**src/scs_pkg.sv**
```systemverilog
// ----------------------------------------------------------------------------
// scs_pkg: shared types and constants of the selective color sepia unit
// register indexes, keep flags and fixed-point sepia coefficients
// ----------------------------------------------------------------------------
package scs_pkg;

   localparam int unsigned CHAN_W      = 8;
   localparam int unsigned CSR_INDEX_W = 3;
   localparam int unsigned CSR_DATA_W  = 1;

   // register indexes of the configuration port
   typedef enum logic [CSR_INDEX_W-1:0] {
      CSR_KEEP_RED     = 3'd0,
      CSR_KEEP_GREEN   = 3'd1,
      CSR_KEEP_BLUE    = 3'd2,
      CSR_KEEP_MAGENTA = 3'd3,
      CSR_KEEP_YELLOW  = 3'd4,
      CSR_KEEP_CYAN    = 3'd5
   } csr_index_type;

   typedef struct packed {
      logic red;
      logic green;
      logic blue;
      logic magenta;
      logic yellow;
      logic cyan;
   } keep_type;

   localparam keep_type KEEP_RESET = '{default: 1'b1};

   // floor(s / 1000) == (s * RECIP) >> RECIP_SHIFT for every sum the matrix can give
   localparam int unsigned RECIP_SHIFT = 28;
   localparam int unsigned RECIP       = 268436;
   localparam int unsigned COEF_W      = RECIP_SHIFT;
   localparam int unsigned ACC_W       = RECIP_SHIFT + 9;

   // each sepia weight pre-scaled by the reciprocal of 1000
   localparam logic [COEF_W-1:0] SEPIA_RR = COEF_W'(393 * RECIP);
   localparam logic [COEF_W-1:0] SEPIA_RG = COEF_W'(739 * RECIP);
   localparam logic [COEF_W-1:0] SEPIA_RB = COEF_W'(189 * RECIP);
   localparam logic [COEF_W-1:0] SEPIA_GR = COEF_W'(349 * RECIP);
   localparam logic [COEF_W-1:0] SEPIA_GG = COEF_W'(656 * RECIP);
   localparam logic [COEF_W-1:0] SEPIA_GB = COEF_W'(168 * RECIP);
   localparam logic [COEF_W-1:0] SEPIA_BR = COEF_W'(272 * RECIP);
   localparam logic [COEF_W-1:0] SEPIA_BG = COEF_W'(504 * RECIP);
   localparam logic [COEF_W-1:0] SEPIA_BB = COEF_W'(131 * RECIP);

endpackage

```
**src/scs_req_if.sv**
```systemverilog
// ----------------------------------------------------------------------------
// scs_req_if: pixel input channel
// valid/ready handshake carrying one rgb888 pixel
// ----------------------------------------------------------------------------
interface scs_req_if;
   logic                        valid;
   logic                        ready;
   logic [scs_pkg::CHAN_W-1:0]  red_in;
   logic [scs_pkg::CHAN_W-1:0]  green_in;
   logic [scs_pkg::CHAN_W-1:0]  blue_in;

   modport source (output valid, output red_in, output green_in, output blue_in,
                   input ready);
   modport sink   (input valid, input red_in, input green_in, input blue_in,
                   output ready);
endinterface

```
**src/scs_rsp_if.sv**
```systemverilog
// ----------------------------------------------------------------------------
// scs_rsp_if: pixel result channel
// valid/ready handshake carrying one toned or kept pixel
// ----------------------------------------------------------------------------
interface scs_rsp_if;
   logic                        valid;
   logic                        ready;
   logic [scs_pkg::CHAN_W-1:0]  red_out;
   logic [scs_pkg::CHAN_W-1:0]  green_out;
   logic [scs_pkg::CHAN_W-1:0]  blue_out;
   logic                        kept;

   modport source (output valid, output red_out, output green_out, output blue_out,
                   output kept, input ready);
   modport sink   (input valid, input red_out, input green_out, input blue_out,
                   input kept, output ready);
endinterface

```
**src/selective_color_sepia_unit.sv**
```systemverilog
// ----------------------------------------------------------------------------
// selective_color_sepia_unit: sepia toning with selective color keep
// pixels in an enabled color class pass unchanged, all others are toned
// ----------------------------------------------------------------------------
//
//  channel | direction | transfer contents
//  --------+-----------+-----------------------------------------------
//  req_if  | in        | red_in, green_in, blue_in (one pixel)
//  rsp_if  | out       | red_out, green_out, blue_out, kept
//  csr_*   | in        | write enable, register index, 1-bit data
//
//  one pixel per cycle sustained while rsp is not stalled; each pixel
//  passes the input register, then the result register, which drives
//  rsp valid; the class tests and the fused matrix/divide fit between
//  those registers
//  reset clears both valid flags and sets every keep flag to 1
//  a stalled rsp holds its register; req_ready follows the free slot, so a
//  full pipe still takes a pixel in the cycle the result leaves
//
module selective_color_sepia_unit (
   input  logic                                clock,
   input  logic                                reset,
   scs_req_if.sink                             req_if,
   scs_rsp_if.source                           rsp_if,
   input  logic                                csr_wr_en,
   input  logic [scs_pkg::CSR_INDEX_W-1:0]     csr_index,
   input  logic [scs_pkg::CSR_DATA_W-1:0]      csr_wr_data
);

   localparam int unsigned CW    = scs_pkg::CHAN_W;
   localparam int unsigned CMP_W = CW + 4;   // holds 9 * 255

   // a > 1.8 * b, exactly
   function automatic logic above(input logic [CW-1:0] a, input logic [CW-1:0] b);
      return (CMP_W'(a) * CMP_W'(5)) > (CMP_W'(b) * CMP_W'(9));
   endfunction

   // a <= 1.8 * b, exactly
   function automatic logic near(input logic [CW-1:0] a, input logic [CW-1:0] b);
      return (CMP_W'(a) * CMP_W'(5)) <= (CMP_W'(b) * CMP_W'(9));
   endfunction

   function automatic logic primary(input logic [CW-1:0] a, input logic [CW-1:0] o1,
                                    input logic [CW-1:0] o2);
      return above(a, o1) && above(a, o2);
   endfunction

   // one of p and q well above l, the other above l, and the two close to each other
   function automatic logic secondary(input logic [CW-1:0] p, input logic [CW-1:0] q,
                                      input logic [CW-1:0] l);
      logic lead;
      lead = (above(p, l) && (q > l)) || (above(q, l) && (p > l));
      return lead && near(p, q) && near(q, p);
   endfunction

   // weighted sum already scaled by the 1/1000 reciprocal, then saturated
   function automatic logic [CW-1:0] tone(
      input logic [CW-1:0] r, input logic [CW-1:0] g, input logic [CW-1:0] b,
      input logic [scs_pkg::COEF_W-1:0] kr, input logic [scs_pkg::COEF_W-1:0] kg,
      input logic [scs_pkg::COEF_W-1:0] kb);
      logic [scs_pkg::ACC_W-1:0] acc;
      logic [8:0]                quo;
      acc = scs_pkg::ACC_W'(r) * scs_pkg::ACC_W'(kr)
          + scs_pkg::ACC_W'(g) * scs_pkg::ACC_W'(kg)
          + scs_pkg::ACC_W'(b) * scs_pkg::ACC_W'(kb);
      quo = acc[scs_pkg::ACC_W-1:scs_pkg::RECIP_SHIFT];
      return quo[8] ? {CW{1'b1}} : quo[CW-1:0];
   endfunction

   // keep flags
   scs_pkg::keep_type keep_ff, keep_in;

   // input register
   logic          pix_valid_ff, pix_valid_in;
   logic [CW-1:0] red_ff, green_ff, blue_ff;
   logic [CW-1:0] red_in, green_in, blue_in;

   // result register
   logic          rsp_valid_ff, rsp_valid_in;
   logic [CW-1:0] red_out_ff, green_out_ff, blue_out_ff;
   logic [CW-1:0] red_out_in, green_out_in, blue_out_in;
   logic          kept_ff, kept_in;

   logic          rsp_free;     // result register can load this cycle
   logic          req_take;     // req transfer this cycle
   logic          keep_pix;
   logic          grey;

   // configuration decode, out-of-range indexes are dropped
   always_comb begin
      keep_in = keep_ff;
      if (csr_wr_en) begin
         unique case (csr_index)
            scs_pkg::CSR_KEEP_RED:     keep_in.red     = csr_wr_data[0];
            scs_pkg::CSR_KEEP_GREEN:   keep_in.green   = csr_wr_data[0];
            scs_pkg::CSR_KEEP_BLUE:    keep_in.blue    = csr_wr_data[0];
            scs_pkg::CSR_KEEP_MAGENTA: keep_in.magenta = csr_wr_data[0];
            scs_pkg::CSR_KEEP_YELLOW:  keep_in.yellow  = csr_wr_data[0];
            scs_pkg::CSR_KEEP_CYAN:    keep_in.cyan    = csr_wr_data[0];
            default:                   keep_in = keep_ff;
         endcase
      end
   end

   // flow control
   assign rsp_free      = !rsp_valid_ff || rsp_if.ready;
   assign req_if.ready  = !pix_valid_ff || rsp_free;
   assign req_take      = req_if.valid && req_if.ready;

   always_comb begin
      pix_valid_in = pix_valid_ff;
      red_in       = red_ff;
      green_in     = green_ff;
      blue_in      = blue_ff;
      if (req_if.ready) begin
         pix_valid_in = req_if.valid;
      end
      if (req_take) begin
         red_in   = req_if.red_in;
         green_in = req_if.green_in;
         blue_in  = req_if.blue_in;
      end
   end

   // color classes, grey only when all three primaries are kept
   assign grey = keep_ff.red && keep_ff.green && keep_ff.blue
              && near(red_ff, green_ff) && near(red_ff, blue_ff)
              && near(green_ff, red_ff) && near(green_ff, blue_ff)
              && near(blue_ff, red_ff)  && near(blue_ff, green_ff);

   assign keep_pix = (keep_ff.red     && primary(red_ff, green_ff, blue_ff))
                  || (keep_ff.green   && primary(green_ff, red_ff, blue_ff))
                  || (keep_ff.blue    && primary(blue_ff, red_ff, green_ff))
                  || (keep_ff.magenta && secondary(red_ff, blue_ff, green_ff))
                  || (keep_ff.yellow  && secondary(red_ff, green_ff, blue_ff))
                  || (keep_ff.cyan    && secondary(blue_ff, green_ff, red_ff))
                  || grey;

   always_comb begin
      rsp_valid_in = rsp_valid_ff;
      red_out_in   = red_out_ff;
      green_out_in = green_out_ff;
      blue_out_in  = blue_out_ff;
      kept_in      = kept_ff;
      if (rsp_free) begin
         rsp_valid_in = pix_valid_ff;
      end
      if (rsp_free && pix_valid_ff) begin
         kept_in = keep_pix;
         if (keep_pix) begin
            red_out_in   = red_ff;
            green_out_in = green_ff;
            blue_out_in  = blue_ff;
         end else begin
            red_out_in   = tone(red_ff, green_ff, blue_ff,
                                scs_pkg::SEPIA_RR, scs_pkg::SEPIA_RG, scs_pkg::SEPIA_RB);
            green_out_in = tone(red_ff, green_ff, blue_ff,
                                scs_pkg::SEPIA_GR, scs_pkg::SEPIA_GG, scs_pkg::SEPIA_GB);
            blue_out_in  = tone(red_ff, green_ff, blue_ff,
                                scs_pkg::SEPIA_BR, scs_pkg::SEPIA_BG, scs_pkg::SEPIA_BB);
         end
      end
   end

   // control state
   always_ff @(posedge clock) begin
      if (reset) begin
         keep_ff      <= scs_pkg::KEEP_RESET;
         pix_valid_ff <= 1'b0;
         rsp_valid_ff <= 1'b0;
      end else begin
         keep_ff      <= keep_in;
         pix_valid_ff <= pix_valid_in;
         rsp_valid_ff <= rsp_valid_in;
      end
   end

   // payload, no reset
   always_ff @(posedge clock) begin
      red_ff       <= red_in;
      green_ff     <= green_in;
      blue_ff      <= blue_in;
      red_out_ff   <= red_out_in;
      green_out_ff <= green_out_in;
      blue_out_ff  <= blue_out_in;
      kept_ff      <= kept_in;
   end

   assign rsp_if.valid     = rsp_valid_ff;
   assign rsp_if.red_out   = red_out_ff;
   assign rsp_if.green_out = green_out_ff;
   assign rsp_if.blue_out  = blue_out_ff;
   assign rsp_if.kept      = kept_ff;

endmodule

```
**src/flat_wrapper.sv**
```systemverilog
// flat-port wrapper written by rule: the top's interface ports become plain ports
module selective_color_sepia_unit_flat 
  (clock, reset, csr_wr_en, csr_index, csr_wr_data, req_if_valid, req_if_red_in, req_if_green_in, req_if_blue_in, req_if_ready, rsp_if_valid, rsp_if_red_out, rsp_if_green_out, rsp_if_blue_out, rsp_if_kept, rsp_if_ready);
  scs_req_if req_if_i ();
  scs_rsp_if rsp_if_i ();
  input  logic clock;
  input  logic reset;
  input  logic csr_wr_en;
  input  logic [scs_pkg::CSR_INDEX_W-1:0] csr_index;
  input  logic [scs_pkg::CSR_DATA_W-1:0] csr_wr_data;
  input wire logic [$bits(req_if_i.valid)-1:0] req_if_valid;
  input wire logic [$bits(req_if_i.red_in)-1:0] req_if_red_in;
  input wire logic [$bits(req_if_i.green_in)-1:0] req_if_green_in;
  input wire logic [$bits(req_if_i.blue_in)-1:0] req_if_blue_in;
  output wire logic [$bits(req_if_i.ready)-1:0] req_if_ready;
  output wire logic [$bits(rsp_if_i.valid)-1:0] rsp_if_valid;
  output wire logic [$bits(rsp_if_i.red_out)-1:0] rsp_if_red_out;
  output wire logic [$bits(rsp_if_i.green_out)-1:0] rsp_if_green_out;
  output wire logic [$bits(rsp_if_i.blue_out)-1:0] rsp_if_blue_out;
  output wire logic [$bits(rsp_if_i.kept)-1:0] rsp_if_kept;
  input wire logic [$bits(rsp_if_i.ready)-1:0] rsp_if_ready;
  assign req_if_i.valid = req_if_valid;
  assign req_if_i.red_in = req_if_red_in;
  assign req_if_i.green_in = req_if_green_in;
  assign req_if_i.blue_in = req_if_blue_in;
  assign req_if_ready = req_if_i.ready;
  assign rsp_if_valid = rsp_if_i.valid;
  assign rsp_if_red_out = rsp_if_i.red_out;
  assign rsp_if_green_out = rsp_if_i.green_out;
  assign rsp_if_blue_out = rsp_if_i.blue_out;
  assign rsp_if_kept = rsp_if_i.kept;
  assign rsp_if_i.ready = rsp_if_ready;
  selective_color_sepia_unit u_core (.clock(clock), .reset(reset), .req_if(req_if_i), .rsp_if(rsp_if_i), .csr_wr_en(csr_wr_en), .csr_index(csr_index), .csr_wr_data(csr_wr_data));
endmodule
```
**config.mk**
```make
export PLATFORM = sky130hd
export DESIGN_NAME = selective_color_sepia_unit_flat
export DESIGN_NICKNAME = d
export VERILOG_FILES = /design/src/scs_pkg.sv /design/src/scs_req_if.sv /design/src/scs_rsp_if.sv /design/src/selective_color_sepia_unit.sv /design/src/flat_wrapper.sv
export SDC_FILE = /design/constraint.sdc
export NUM_CORES = 2
export LEC_CHECK = 0
export ABC_CLOCK_PERIOD_IN_PS = 8900
export BUFFER_PORTS_ARGS = -buffer_cell sky130_fd_sc_hd__buf_2
export CAP_MARGIN = 0
export CORE_ASPECT_RATIO = 0.75
export CORE_MARGIN = 5
export CORE_UTILIZATION = 45
export CTS_CLUSTER_SIZE = 40
export DETAILED_ROUTE_END_ITERATION = 10
export PLACE_DENSITY_LB_ADDON = 0.08
export SETUP_SLACK_MARGIN = 0.5
export SLEW_MARGIN = 0
export SYNTH_ARGS = -nofsm -noshare
export SYNTH_HDL_FRONTEND = slang
export SYNTH_SLANG_ARGS = --single-unit
```
**constraint.sdc**
```tcl
create_clock -name clock -period 8.9 [get_ports clock]
set_input_delay 0.89 -clock clock [delete_from_list [all_inputs] [get_ports clock]]
set_output_delay 0.89 -clock clock [all_outputs]
set_load 0.005 [all_outputs]
```
---- After elaboration in Yosys (flattened, before gate mapping) ----
Index checks and enable logic that the tools add are counted.
storage, ports and cells
  bits in registers ....................... 57
  input bits .............................. 33
  output and inout bits ................... 27
  word-level logic and storage cells ...... 116
cells by class
  add/sub/neg operators ................... 6
  $mul .................................... 15
  order comparisons ....................... 18
  equality and inequality tests ........... 5
  mux-type cells .......................... 6
  reductions and logical operators ........ 51
operators by type and width
  operator                                                              count
  35-bit by 36-bit adder with 37-bit output                             3
  37-bit by 34-bit adder with 37-bit output                             3
  11-bit by 12-bit greater-than comparator with 1-bit output            6
  11-bit by 12-bit <= comparator with 1-bit output                      6
  8-bit by 25-bit multiplier with 33-bit output, second input constant  2
  8-bit by 24-bit multiplier with 32-bit output, second input constant  2
  8-bit by 21-bit multiplier with 29-bit output, second input constant  2
  8-bit greater-than comparator                                         6
  8-bit two-way mux                                                     6
  8-bit by 4-bit multiplier with 12-bit output, second input constant   3
  8-bit by 26-bit multiplier with 34-bit output, second input constant  1
  8-bit by 3-bit multiplier with 11-bit output, second input constant   3
  1-bit logical AND                                                     31
  8-bit by 23-bit multiplier with 31-bit output, second input constant  1
  8-bit by 22-bit multiplier with 30-bit output, second input constant  1
  2-bit AND reduction                                                   6
  1-bit logical OR                                                      11
  3-bit by 2-bit == test with 1-bit output, second input constant       2
  3-bit == test, second input constant                                  2
  3-bit by 1-bit == test with 1-bit output, second input constant       1
  3-bit zero test                                                       1
  1-bit zero test                                                       2

---- Depth between registers and ports, before layout ----
  word-level depth ........................ 12
  depth in mapped cells ................... 31
  depth with buffers taken out ............ 30

---- Worst setup path after synthesis ----
OpenSTA, ideal clock, no wires.
  kind .................................... reg2reg
  start point ............................. register u_core.green_ff[6]
  end point ............................... register u_core.red_out_ff[5], in the netlist u_core.rsp_if.red_out[5] (data pin)
  library setup time ...................... 0.272 ns
  data arrival time ....................... 7.445 ns
  data required time ...................... 8.628 ns
  path slack .............................. 1.183 ns
  stages on the path, launching flop included .. 30
  path buffers ............................ 0
  path through ............................ edfxtp_1 fa_1 inv_1 fa_1 inv_1 fa_1 inv_1 fa_1 inv_1 ha_1 o21a_1 o2111ai_1 o21ba_2 o31ai_2 nand3_1 a311oi_1 o21bai_1 a21oi_1 xnor2_1 fa_1 ha_1 a21o_1 a21o_1 a21o_1 nand2_1 o21ai_0 o311ai_2 a21boi_1 o311ai_0 o21ai_0
on the way
  cells in the longest elaborated chain, start to end .. 12
  elaborated cells between the ends (all ways) .. 55
  classes of those cells .................. 2 x add/sub; 3 x mul; 12 x order compare; 2 x mux; 36 x reduce/logical
RTL lines
  item                                                                                                line                               source
  start, declared                                                                                     selective_color_sepia_unit.sv:75   logic [CW-1:0] red_ff, green_ff, blue_ff;
  start signal, assigned                                                                              selective_color_sepia_unit.sv:181  green_ff <= green_in;
  parallel branches: the longest is 11 deep, another holds 35-bit by 36-bit adder with 37-bit output  -
  8-bit two-way mux *                                                                                 selective_color_sepia_unit.sv:150  if (keep_pix) begin
  end signal, assigned                                                                                selective_color_sepia_unit.sv:183  red_out_ff <= red_out_in;
  end, declared                                                                                       selective_color_sepia_unit.sv:80   logic [CW-1:0] red_out_ff, green_out_ff, blue_out_ff;
Mark *: on every way between the ends.
A chain may end at the register's enable or synchronous reset.

---- Worst setup path in the final report ----
  start point ............................. register u_core.red_ff[3]
  end point ............................... register u_core.green_out_ff[7], in the netlist u_core.rsp_if.green_out[7] (data pin)
on the way
  cells in the longest elaborated chain, start to end .. 12
  elaborated cells between the ends (all ways) .. 55
  classes of those cells .................. 2 x add/sub; 3 x mul; 12 x order compare; 2 x mux; 36 x reduce/logical
RTL lines
  item                                                                                                line                               source
  start, declared                                                                                     selective_color_sepia_unit.sv:75
  start signal, assigned                                                                              selective_color_sepia_unit.sv:180  red_ff <= red_in;
  parallel branches: the longest is 11 deep, another holds 35-bit by 36-bit adder with 37-bit output  -
  8-bit two-way mux *                                                                                 selective_color_sepia_unit.sv:150
  end signal, assigned                                                                                selective_color_sepia_unit.sv:184  green_out_ff <= green_out_in;
  end, declared                                                                                       selective_color_sepia_unit.sv:80
Marks and branches as above.

==> run summary <==
outcome -> finished, final reports clean
commonest non-fill, non-tap cell in the layout -> ha_1
CTS tree -> yes
Fill cells -> 6853
max incr delay on CP -> 550 ps
crit path max fanout -> 5
Crit-path slowest cell -> xor2_1
synthesized flop and latch total -> 57
Die Area -> 76700 um2
Top cell by count, worst path -> ha_1
WL/cell -> 24.9 um
vias per cell -> 5.68
commonest cells after routing, fill and taps aside -> ha_1 (763), inv_1 (686), fa_1 (373)
Post-Syn Nets -> 4735
DRT iter0 DRCs -> 2246
worst clock skew -> 13.9 ps
Worst Hold Class -> reg2reg
num ports -> 60
Slew Limit Fails -> 0
wirelength, routed -> 116000 um
Syn. warnings -> 0
Area Overhead vs Synth -> 7.36%
Top Layer Used -> met4
Post-CTS Hold Buffers -> 0
Post-synth ARST share -> 0%
Mapped Avg Cell Area -> 9.00 um2
wire length on met2 -> 44900 um
CTS Buf Count -> 9
WL met3 -> 13100 um
CTS Root Cell -> clkbuf_16
Worst Setup End Kind -> register
Initial Utilization -> 45.6%
Setup CP Type -> reg2reg
Die Wd -> 318 um
DRC viols -> 0
RSZ-0062 raised after global routing -> yes
max_slew headroom -> 20.0%
row count -> 84
max_cap viols -> 0
FMAX -> 0.122 GHz
Die Ht -> 241 um
Cell variety after synth -> 90
Worst Setup Start Kind -> register
Fin Setup TNS -> 0 ps
antenna violations before repair -> 2
period utilization -> 91.8%
gpl congestion -> 1.00
register area share after synthesis -> 5.09%
number of port buffers -> 59
clock sinks -> 57
vias -> 26334
Syn Std Cell Area -> 32000 um2
first-pass GRT wire length -> 169000 um
hpwl dp -> 101000 um
Req. time, crit path -> 9050 ps
Max clock buf depth -> 2
setup violators final -> 0
Worst-path clk slew -> 60 ps
CORE AREA -> 70300 um2
worst-skew pair later-pin latency -> 400 ps
minimum clock period -> 8170 ps
Post-synth EDFFs -> 49
Syn Inst Count -> 3558
H-tree Lvls -> 3
Overall Global Routing Usage -> 29.9%
largest net degree at the start of global routing -> 26
routed length on met1 -> 54800 um
final hold vios -> 0
arrival time worst endpoint -> 8310 ps
gr ovfl total -> 0
vias in the first global route -> 25298
final net count -> 4865
share of layout cells above drive strength 1 -> 5.99%
prevailing post-synth register cell -> edfxtp_1
antenna-violating nets left -> 0
Tightest Pin Transition -> 1190 ps
DR pass1 iterations -> 5
==> stage by stage <==
step	util, %	setup slack (ps)	instance area (um2)	hold WS, ps	std cells
4_1_cts	48.6	631	34200	526	4624
2_1_floorplan	-	1180	32000	452	3558
3_5_place_dp	48.2	641	33900	519	4609
6_report	48.9	732	34400	530	4639
3_3_place_gp	48.2	798	33900	521	4609
5_1_grt	48.9	476	34400	541	4638
==> state kept, by name (all words and copies together), names as in the netlist <==
signal	flops
u_core.rsp_if.valid	1
u_core.rsp_if.red_out	8
u_core.rsp_if.blue_out	8
u_core.blue_ff	8
u_core.rsp_if.kept	1
u_core.red_ff	8
u_core.keep_ff	6
u_core.green_ff	8
u_core.pix_valid_ff	1
u_core.rsp_if.green_out	8
==> worst max-delay path, delay by kind of cell, from the launching register on <==
family                   cells  cell delay, ps
AO/OA/AOI/OAI               12            2600
buffers and inverters        4             390
multiplexers                 1             270
adder cells (fa/ha/maj)      7            2620
flip-flops                   1             500
AND/OR/NAND/NOR              4             980
XOR/XNOR                     1             550
==> what timing repair did <==
item / in CTS / in global routing
setup buffers: 0 / 14
setup endpoints to repair: 0 / 23
gates resized for setup: 0 / 24
==> cell usage after synthesis, types with 41 or more instances <==
master | n | area (um2)
a21oi_1 | 228 | 1140
a21o_1 | 109 | 818
inv_1 | 688 | 2580
nand2_1 | 105 | 394
nor3_1 | 56 | 280
o21ai_0 | 116 | 581
edfxtp_1 | 49 | 1470
nor2b_1 | 41 | 257
fa_1 | 375 | 7510
xor2_1 | 103 | 902
ha_1 | 769 | 9620
nand3_1 | 55 | 275
o21a_1 | 44 | 330
xnor2_1 | 143 | 1250
nor2_1 | 156 | 586
==> area by class of cell <==
cell class | count | area [um2] | area share [%]
Antenna cell | 1 | 2.50 | 0.00728
Timing Repair Buffer | 137 | 885 | 2.57
Multi-Input combinational cell | 2794 | 27800 | 80.9
Sequential cell | 57 | 1630 | 4.74
Tap cell | 946 | 1180 | 3.44
Clock inverter | 4 | 45.0 | 0.131
Inverter | 689 | 2590 | 7.53
Clock buffer | 11 | 233 | 0.677
==> routing by layer <==
metal / global-route usage, % / vias to the layer above
li1: - / 12556
met1: 44.2 / 12707
met5: 0 / -
met4: 6.57 / 0
met2: 41.9 / 953
met3: 10.7 / 118
==> cell families (layout without fill, tap and decap cells) <==
group | count (synthesis) | after routing | share of synthesized area [%]
XOR/XNOR | 246 | 246 | 6.73
flip-flops | 57 | 57 | 5.09
AO/OA/AOI/OAI | 789 | 789 | 16.5
multiplexers | 7 | 7 | 0.242
other | 0 | 1 | 0
adder cells (fa/ha/maj) | 1144 | 1144 | 53.5
AND/OR/NAND/NOR | 608 | 608 | 9.64
buffers and inverters | 707 | 841 | 8.35
==> final timing paths <==
check	end	cells past startpoint	startpoint	slack [ps]
worst max-delay path	u_core.rsp_if.green_out[7]	29	u_core.red_ff[3]	730
worst min-delay path	u_core.rsp_if.valid	2	u_core.pix_valid_ff	530
worst max register to register	u_core.rsp_if.green_out[7]	29	u_core.red_ff[3]	730
worst min register to register	u_core.rsp_if.valid	2	u_core.pix_valid_ff	530
Power is left out: the tool's default activity adds up to more than one toggle a clock period on the data nets, which glitch-free logic cannot reach.
